$ cat src/hdl/cave_pkg.sv
// Shared types, constants and the cell rule for the cave automaton generation step.
// Used by cave_cell, cave_rsp_fifo and cave_automaton_generation_step.
package cave_pkg;

   // Grid geometry: bus width and the number of live columns
   localparam int CAVE_BUS_W = 64;
   localparam int CAVE_COLS  = 64;

   // Threshold registers
   localparam int           CAVE_THR_W       = 4;
   localparam logic [3:0]   CAVE_BIRTH_RST   = 4'd5;
   localparam logic [3:0]   CAVE_SURVIVE_RST = 4'd4;

   typedef enum logic [0:0] {
      CAVE_REG_BIRTH   = 1'b0,
      CAVE_REG_SURVIVE = 1'b1
   } cave_reg_type;

   // Result queue geometry
   localparam int CAVE_FIFO_DEPTH = 4;
   localparam int CAVE_PTR_W      = $clog2(CAVE_FIFO_DEPTH);
   localparam int CAVE_CNT_W      = $clog2(CAVE_FIFO_DEPTH + 1);

   // One queued result row
   typedef struct packed {
      logic [CAVE_BUS_W-1:0] row;
      logic                  last;
   } cave_entry_type;

   // Control broadcast to every cell
   typedef struct packed {
      logic                  load;       // input transfer this cycle
      logic                  final_row;  // transferred row is the bottom row
      logic                  mid_valid;  // a middle row is held
      logic [CAVE_THR_W-1:0] birth;
      logic [CAVE_THR_W-1:0] survive;
   } cave_ctl_type;

   // Next state of one cell from three 3-bit windows (bit 0 is the left column)
   function automatic logic cave_next(
      input logic [2:0]            above,
      input logic [2:0]            here,
      input logic [2:0]            below,
      input logic [CAVE_THR_W-1:0] birth,
      input logic [CAVE_THR_W-1:0] survive
   );
      logic [3:0] count;
      count = 4'(above[0]) + 4'(above[1]) + 4'(above[2])
            + 4'(here[0])  + 4'(here[2])
            + 4'(below[0]) + 4'(below[1]) + 4'(below[2]);
      return here[1] ? (count >= survive) : (count >= birth);
   endfunction

endpackage

$ cat src/hdl/cave_automaton_generation_step.sv
// Top level of the cave automaton generation step: a row of column cells and a result queue.
// Depends on cave_pkg, cave_cell and cave_rsp_fifo.
//
//  Channel  Ports                         Payload
//  req      req_tvalid/tready/tdata/tlast tdata: row_in[63:0]; tlast: is_final_row
//  rsp      rsp_tvalid/tready/tdata/tlast tdata: row_out[63:0]; tlast: is_grid_end
//  csr      csr_we/csr_addr/csr_wdata     0: birth_threshold, 1: survive_threshold
//
//  One row per cycle is taken while req_tready is high; each cell column evaluates its neighbourhood in that cycle.
//  A result row is written into the result queue when the row that completes it is taken.
//  The bottom row pushes up to two rows into a four-entry queue; req_tready drops
//  only while fewer than two queue slots are free.
//  Reset (synchronous) restores the border rows and the default thresholds.
module cave_automaton_generation_step
   import cave_pkg::*;
(
   input  logic                  clock,
   input  logic                  reset,
   input  logic                  req_tvalid,
   output logic                  req_tready,
   input  logic [CAVE_BUS_W-1:0] req_tdata,   // [63:0] row_in
   input  logic                  req_tlast,   // is_final_row
   output logic                  rsp_tvalid,
   input  logic                  rsp_tready,
   output logic [CAVE_BUS_W-1:0] rsp_tdata,   // [63:0] row_out
   output logic                  rsp_tlast,   // is_grid_end
   input  logic                  csr_we,
   input  logic [0:0]            csr_addr,
   input  logic [CAVE_THR_W-1:0] csr_wdata
);

   logic [CAVE_THR_W-1:0] birth_ff, birth_in;
   logic [CAVE_THR_W-1:0] survive_ff, survive_in;
   logic                  mid_valid_ff, mid_valid_in;
   logic                  accept;
   logic                  room2;
   cave_ctl_type          ctl;

   logic [CAVE_COLS-1:0]  upper_vec, middle_vec, res_mid_vec, res_fin_vec, row_vec;
   logic [CAVE_COLS+1:0]  upper_pad, middle_pad, row_pad;

   logic [1:0]            wr_cnt;
   cave_entry_type        wr_a, wr_b, rd_data;

   // Threshold registers
   always_comb begin
      birth_in   = birth_ff;
      survive_in = survive_ff;
      if (csr_we) begin
         case (cave_reg_type'(csr_addr))
            CAVE_REG_BIRTH:   birth_in   = csr_wdata;
            CAVE_REG_SURVIVE: survive_in = csr_wdata;
            default: ;
         endcase
      end
   end

   always_ff @(posedge clock) begin
      if (reset) begin
         birth_ff   <= CAVE_BIRTH_RST;
         survive_ff <= CAVE_SURVIVE_RST;
      end else begin
         birth_ff   <= birth_in;
         survive_ff <= survive_in;
      end
   end

   // Input handshake and held-row flag
   assign req_tready = room2;
   assign accept     = req_tvalid & req_tready;

   always_comb begin
      mid_valid_in = mid_valid_ff;
      if (accept) begin
         mid_valid_in = ~req_tlast;
      end
   end

   always_ff @(posedge clock) begin
      if (reset) begin
         mid_valid_ff <= 1'b0;
      end else begin
         mid_valid_ff <= mid_valid_in;
      end
   end

   always_comb begin
      ctl.load      = accept;
      ctl.final_row = req_tlast;
      ctl.mid_valid = mid_valid_ff;
      ctl.birth     = birth_ff;
      ctl.survive   = survive_ff;
   end

   // Border columns count as alive
   assign row_vec    = req_tdata[CAVE_COLS-1:0];
   assign upper_pad  = {1'b1, upper_vec, 1'b1};
   assign middle_pad = {1'b1, middle_vec, 1'b1};
   assign row_pad    = {1'b1, row_vec, 1'b1};

   // Chain of column cells, each seeing its left and right neighbours
   for (genvar i = 0; i < CAVE_COLS; i++) begin : g_col
      cave_cell u_cell (
         .clock      (clock),
         .reset      (reset),
         .ctl        (ctl),
         .upper3     (upper_pad[i+2:i]),
         .middle3    (middle_pad[i+2:i]),
         .row3       (row_pad[i+2:i]),
         .upper_bit  (upper_vec[i]),
         .middle_bit (middle_vec[i]),
         .res_mid    (res_mid_vec[i]),
         .res_fin    (res_fin_vec[i])
      );
   end

   // Result rows in order: held middle row first, then the bottom row
   always_comb begin
      wr_a.row  = CAVE_BUS_W'(res_mid_vec);
      wr_a.last = 1'b0;
      wr_b.row  = CAVE_BUS_W'(res_fin_vec);
      wr_b.last = 1'b1;
      wr_cnt    = 2'd0;
      if (accept) begin
         if (mid_valid_ff) begin
            wr_cnt = req_tlast ? 2'd2 : 2'd1;
         end else if (req_tlast) begin
            wr_a   = wr_b;
            wr_cnt = 2'd1;
         end
      end
   end

   cave_rsp_fifo u_fifo (
      .clock    (clock),
      .reset    (reset),
      .wr_cnt   (wr_cnt),
      .wr_a     (wr_a),
      .wr_b     (wr_b),
      .room2    (room2),
      .rd_valid (rsp_tvalid),
      .rd_ready (rsp_tready),
      .rd_data  (rd_data)
   );

   assign rsp_tdata = rd_data.row;
   assign rsp_tlast = rd_data.last;

endmodule

$ cat src/hdl/cave_cell.sv
// One column of the automaton: holds the upper and middle row bits for its column.
// Depends on cave_pkg for the control struct and the cell rule.
module cave_cell
   import cave_pkg::*;
(
   input  logic         clock,
   input  logic         reset,
   input  cave_ctl_type ctl,
   input  logic [2:0]   upper3,   // upper row: left, own, right
   input  logic [2:0]   middle3,  // middle row: left, own, right
   input  logic [2:0]   row3,     // incoming row: left, own, right
   output logic         upper_bit,
   output logic         middle_bit,
   output logic         res_mid,  // next generation of the held middle row
   output logic         res_fin   // next generation of the incoming bottom row
);

   logic upper_ff, upper_in;
   logic middle_ff, middle_in;
   logic [2:0] top3;

   // Evaluate both candidate results; the bottom row sees a live border below
   always_comb begin
      top3    = ctl.mid_valid ? middle3 : upper3;
      res_mid = cave_next(upper3, middle3, row3, ctl.birth, ctl.survive);
      res_fin = cave_next(top3, row3, 3'b111, ctl.birth, ctl.survive);
   end

   // Column state: shift rows down on a transfer, restore the border rows at grid end
   always_comb begin
      upper_in  = upper_ff;
      middle_in = middle_ff;
      if (ctl.load) begin
         if (ctl.final_row) begin
            upper_in  = 1'b1;
            middle_in = 1'b0;
         end else begin
            if (ctl.mid_valid) begin
               upper_in = middle_ff;
            end
            middle_in = row3[1];
         end
      end
   end

   always_ff @(posedge clock) begin
      if (reset) begin
         upper_ff  <= 1'b1;
         middle_ff <= 1'b0;
      end else begin
         upper_ff  <= upper_in;
         middle_ff <= middle_in;
      end
   end

   assign upper_bit  = upper_ff;
   assign middle_bit = middle_ff;

endmodule

$ cat src/hdl/cave_rsp_fifo.sv
// Result queue: takes up to two rows per cycle, hands out one per transfer.
// Depends on cave_pkg for the entry type and queue geometry.
module cave_rsp_fifo
   import cave_pkg::*;
(
   input  logic           clock,
   input  logic           reset,
   input  logic [1:0]     wr_cnt,    // rows pushed this cycle: 0, 1 or 2
   input  cave_entry_type wr_a,
   input  cave_entry_type wr_b,
   output logic           room2,     // space for two rows
   output logic           rd_valid,
   input  logic           rd_ready,
   output cave_entry_type rd_data
);

   cave_entry_type              mem_ff [CAVE_FIFO_DEPTH];
   logic [CAVE_PTR_W-1:0]       wr_ptr_ff, wr_ptr_in;
   logic [CAVE_PTR_W-1:0]       rd_ptr_ff, rd_ptr_in;
   logic [CAVE_CNT_W-1:0]       cnt_ff, cnt_in;
   logic [CAVE_PTR_W-1:0]       wr_ptr_b;
   logic                        pop;

   assign wr_ptr_b = wr_ptr_ff + CAVE_PTR_W'(1);
   assign pop      = rd_valid & rd_ready;
   assign rd_valid = (cnt_ff != '0);
   assign rd_data  = mem_ff[rd_ptr_ff];
   assign room2    = (cnt_ff <= CAVE_CNT_W'(CAVE_FIFO_DEPTH - 2));

   // Pointer and fill count update
   always_comb begin
      wr_ptr_in = wr_ptr_ff + CAVE_PTR_W'(wr_cnt);
      rd_ptr_in = rd_ptr_ff + CAVE_PTR_W'(pop);
      cnt_in    = cnt_ff + CAVE_CNT_W'(wr_cnt) - CAVE_CNT_W'(pop);
   end

   always_ff @(posedge clock) begin
      if (reset) begin
         wr_ptr_ff <= '0;
         rd_ptr_ff <= '0;
         cnt_ff    <= '0;
      end else begin
         wr_ptr_ff <= wr_ptr_in;
         rd_ptr_ff <= rd_ptr_in;
         cnt_ff    <= cnt_in;
      end
   end

   // Storage, no reset needed
   always_ff @(posedge clock) begin
      if (wr_cnt != 2'd0) begin
         mem_ff[wr_ptr_ff] <= wr_a;
      end
      if (wr_cnt == 2'd2) begin
         mem_ff[wr_ptr_b] <= wr_b;
      end
   end

endmodule

$ cat config.mk
export PLATFORM = sky130hd
export DESIGN_NAME = cave_automaton_generation_step
export DESIGN_NICKNAME = d
export VERILOG_FILES = /design/src/hdl/cave_pkg.sv /design/src/hdl/cave_automaton_generation_step.sv /design/src/hdl/cave_cell.sv /design/src/hdl/cave_rsp_fifo.sv
export SDC_FILE = /design/constraint.sdc
export NUM_CORES = 2
export LEC_CHECK = 0
export BUFFER_PORTS_ARGS = -buffer_cell sky130_fd_sc_hd__clkbuf_2
export CAP_MARGIN = 20
export CORE_MARGIN = 2
export CORE_UTILIZATION = 53
export DETAILED_ROUTE_END_ITERATION = 6
export GPL_ROUTABILITY_DRIVEN = 0
export PLACE_DENSITY = 0.69
export REMOVE_ABC_BUFFERS = 1
export SLEW_MARGIN = 20
export SYNTH_ARGS = -nofsm -noshare
export SYNTH_HDL_FRONTEND = slang
export SYNTH_HIERARCHICAL = 1
export SYNTH_SLANG_ARGS = --single-unit
export TNS_END_PERCENT = 1
$ cat constraint.sdc
create_clock -name clock -period 24.2 [get_ports clock]
set_clock_uncertainty 0.15 [all_clocks]
set_input_delay 4.84 -clock clock [delete_from_list [all_inputs] [get_ports clock]]
set_output_delay 4.84 -clock clock [all_outputs]
set_load 0.02 [all_outputs]
## Word level (Yosys, flattened, before mapping)

Memory sizes are Yosys's and may differ from the RTL's. A register that Yosys moved wholly into a read port is not among the register bits.
Cells that the tools add are included.

| storage, ports and cells | value |
|---|---|
| input bits | 75 |
| word-level logic and storage cells | 1700 |
| bits in writable memories | 260 |
| output and inout bits | 67 |
| memories | 1 |
| register bits | 144 |

| operators by class | value |
|---|---|
| magnitude comparators | 257 |
| $add $sub $neg | 901 |
| mux-type cells | 396 |
| equality and inequality tests | 1 |
| bitwise gates (word level) | 4 |
| reduce and logical (&&, ||, !) cells | 6 |

Memory list:

| memory | words | bits a word | rd ports | clocked after Yosys merged registers in | wr ports | line | text |
|---|---|---|---|---|---|---|---|
| u_fifo.mem_ff | 4 | 65 | 1 | 1 | 2 | cave_rsp_fifo.sv:17 | `cave_entry_type mem_ff [CAVE_FIFO_DEPTH];` |

Operators by type and width:

| cell | count |
|---|---|
| adder 4 x 1 -> 4 bit | 568 |
| greater-or-equal comparator 4 bit | 256 |
| adder 4 x 1 -> 4 bit, second input constant | 200 |
| two-way mux 1 bit | 325 |
| adder 1 x 1 -> 2 bit | 127 |
| two-way mux 65 bit | 3 |
| two-way mux 3 bit | 63 |
| two-way mux 2 bit | 5 |
| AND reduction 2 bit | 3 |
| nonzero test 2 bit | 2 |
| adder 3 x 2 -> 3 bit | 1 |
| less-or-equal comparator 3 x 2 -> 1 bit, second input constant | 1 |
| nonzero test 3 bit | 1 |
| subtractor 3 x 1 -> 3 bit | 1 |
| adder 1 x 1 -> 2 bit, first input constant | 1 |
| adder 2 x 1 -> 2 bit | 1 |
| adder 2 x 1 -> 2 bit, second input constant | 1 |
| adder 2 bit | 1 |
| bitwise AND 1 bit | 2 |
| == test 2 bit, second input constant | 1 |
| inverter 1 bit | 2 |

## Depth between registers and ports, before layout

| depth | value |
|---|---|
| word-level depth | 13 |
| mapped depth | 14 |
| depth with buffers taken out | 13 |

## By module

The synthesis kept the hierarchy.

Modules (own cells, without submodules):

| module | cells each | seq. area each (µm²) | times used | area an instance (µm²) |
|---|---|---|---|---|
| cave_cell | 86 | 40.0 | 64 | 773.2 |
| cave_rsp_fifo | 674 | 7947.6 | 1 | 12949.9 |
| cave_automaton_generation_step | 118 | 180.2 | 1 | 1418.9 |

## Worst setup path after synthesis

Ideal clock, no wire load.

| timing | value |
|---|---|
| path type | input to register |
| start | input port req_tvalid |
| end | memory u_fifo/mem_ff[0][0] (netlist name), enable pin |
| arrival | 11243 ps |
| library setup time | 578 ps |
| stages on the path | 5 |
| path slack | 12229 ps |
| cells stage by stage | and2_1 > buf_4 > nor2b_1 > o21bai_1 > o21ai_0 |

RTL lines:

| what | line | text |
|---|---|---|
| start: declaration | cave_automaton_generation_step.sv:19 | `input logic req_tvalid,` |
| end: declaration | cave_rsp_fifo.sv:17 |  |

==> flow_summary.yaml <==
floorplan:
  die_h_um: 351
  dieArea_sq_um: 123000
  row_count: 127
  core_sq_um: 120000
  ioPinCount: 142
  initial_utilization_pct: 53.4
  die_w_um: 351
sta:
  period_needed_ns: 8.64
  setup_slack_ns: 15.56
  finalHoldViolCount: 0
  setup_violations: 0
  tightest_slew_ns: 1.07
  slew_violations: 0
  finalCritPeriodShare_pct: 35.7
  fin_tns_setup_ns: 0
  slew-limit-headroom_pct: 28.7
  fmax_ghz: 0.116
  grt_setup_unrepaired: "false"
synthesis:
  yosys.area_share.adder_pct: 41.0
  synth_top_family_by_area: "adder cells"
  async_flop_share_pct: 0
  synthesis.area_sq_um: 63900
  synthXorXnorAreaFrac_pct: 1.83
  synth_edf_count: 260
  synth-seq-cells: 404
  ys_warn_count: 6
  syn_avg_cell_area_sq_um: 10.1
  yosys.area_share.simple_pct: 6.54
  synth_compound_area_share_pct: 12.7
  synth-main-ff-cell: "edfxtp_1"
  synthesis.instances: 6296
  ys_seq_area_share_pct: 16.7
  yosysUniqueCellTypes: 48
  synth_mux_area_share_pct: 11.4
critical_path:
  worst-path-max-fanout: 110
  cp_data_required_time_ns: 24.35
  worst_setup_path_end_kind: "flip-flop"
  slowest_stage: "buf_4"
  path_class: "primary input to flip-flop"
  ff2ff_setup_slack_ns: 18.86
  startpoint_type: "primary input"
  cp.arrival_ns: 8.79
  cp_cell_sequence: "clkbuf_8, ha_1, nor2b_1, nand4b_1, buf_4, o21ai_4, buf_4"
  worst-path-buf-inv: 3
  crit_family: "buffers and inverters"
  critPathMaxStageDelay_ns: 0.82
  crit_top_cell: "buf_4"
route:
  met3_wirelength_um: 7210
  drt_first_iter_violations: 2538
  routed_wl_um: 160000
  drc: 0
  drt-met1-wl_um: 70100
  drtPass1Iterations: 5
  routed-via-count: 46700
  drtAntennaViolNets: 0
  wl_met2_um: 78500
  dr.max_layer_used: "met5"
  viasPerCell: 5.78
  wire_per_inst_um: 19.8
power_and_ir_drop:
  pwr-share-comb_pct: 73.1
  p_total_uw: 7040
  p_int_uw: 3890
  seq_power_share_pct: 15.1
  ir_worst_vdd_mv: 0.0807
  switchingPower_uw: 3150
  power.density_nw_per_um2: 103
  p_clk_share_pct: 11.8
  switching_share_pct: 44.8
  power_leakage_uw: 0.0328
clocking:
  insertion_delay_ns: 0.67
  cts_buffers: 52
  ctsHoldBuffers: 0
  cts_root_buffer: "clkbuf_16"
  cts_tree: "done"
  ctsResizeCount: 0
  cts.sinks: 404
  post_cts_buffers: 0
  htreeDepth: 2
  clkSlewWorstSetupHoldPaths_ns: 0.07
  clk_path_buf_depth: 3
cells_and_area:
  layout-drive-gt1-share_pct: 11.4
  fin_nets: 8357
  stdcell_area_sq_um: 68200
  final_cell_mix: "inv_1 (1477), ha_1 (1477), fa_1 (385)"
  area_delta_synth_final_pct: 6.73
  fin_cells: 8081
  nFillCells: 10400
placed_design:
  post_dp_cell_area_sq_um: 66300
  pre_cts_ws_ns: 14.47
  dp_hpwl_um: 113000
  post-place-cells: 7975
  io_buffers: 141
global_route:
  grt_pass1_vias: 49600
  grt_max_degree: 259
  grt_first_pass_wirelength_um: 261000
  grtUsageTotal_pct: 26.5
  grt_antenna_before_repair: 13
  gr-total-overflow: 0
hold_path:
  hp-class: "flip-flop to flip-flop"
run_status:
  status: "complete, no violations"
flow_run:
  cap_violations: 0
logic make-up after synthesis:
logic type	count (synthesis)
buf+inv	1594
compound gates	1101
simple gates	619
flops	404
fa+ha+maj	1862
other cells	1
mux	585
xor+xnor	130
cell usage after synthesis (all sizes together), types with 66 or more instances:
library cell     n  area (sq um)
a211o          129          1130
a211oi         129           968
a21oi          262          1310
and4bb          66           826
clkbuf          67           332
dfxtp          144          2880
edfxtp         260          7810
fa             385          7710
ha            1477         18500
inv           1477          5540
mux2           326          3900
mux2i          194          1940
nand3b          66           495
nor2           201           754
nor2b           70           438
o2111ai        128          1120
o211ai         128           961
o21bai          66           495
or3b           128          1120
tightest hold or removal path, stage by stage (launching register included):
cell,delay (ns)
dfxtp_1,0.34
nor2_1,0.11
o21bai_1,0.06
flip-flops by register name, indices dropped and copies added (netlist names):
| signal | cells |
|---|---|
| u_fifo/cnt_ff | 3 |
| mid_valid_ff | 1 |
| u_fifo/rd_ptr_ff | 2 |
| u_fifo/wr_ptr_ff | 2 |
| survive_ff | 4 |
| u_fifo/mem_ff | 260 |
| birth_ff | 4 |
| g_col.u_cell/upper_bit | 64 |
| g_col.u_cell/middle_bit | 64 |
worst paths after layout:
path	to	cells past startpoint	start
max	u_fifo/mem_ff[0][23]$_DFFE_PP_	7	req_tlast
min	g_col[0].u_cell/upper_bit$_SDFFE_PP1P_	2	g_col[0].u_cell/upper_bit$_SDFFE_PP1P_
max reg2reg	u_fifo/mem_ff[0][51]$_DFFE_PP_	14	mid_valid_ff$_SDFFE_PP0P_
min reg2reg	g_col[0].u_cell/upper_bit$_SDFFE_PP1P_	2	g_col[0].u_cell/upper_bit$_SDFFE_PP1P_
layout make-up:
type / instances / area, sq um / area share (%)
tap: 1612 / 2020 / 2.96
sequential: 404 / 10700 / 15.7
clock buffer: 62 / 1360 / 1.99
multi-input combinational: 4312 / 47000 / 69.0
inverter: 1477 / 5540 / 8.13
antenna: 5 / 12.5 / 0.0184
clock inverter: 36 / 422 / 0.619
timing repair buffer: 173 / 1030 / 1.52
routing by layer:
layer / GRT usage [%] / up-vias
li1: - / 22400
met1: 33.7 / 23100
met2: 47.0 / 897
met3: 3.05 / 287
met4: 7.64 / 16
met5: 0 / -
per-stage QoR:
stage               utilization, %  hold slack, ns
floorplan                        -           0.348
global placement              55.4           0.394
detailed placement            55.4           0.401
CTS                           56.9           0.410
global route                  57.0           0.448
finish                        57.0           0.404
power groups by stage:
stage | combinational [uW] | clock [uW] | sequential (uW)
2_1_floorplan | 3920 | 0 | 1090
3_3_place_gp | 4850 | 0 | 1080
3_5_place_dp | 5100 | 0 | 1080
4_1_cts | 5150 | 848 | 1060
5_1_grt | 5890 | 869 | 1070
6_report | 5150 | 830 | 1060
(Power assumes the default switching activity.)
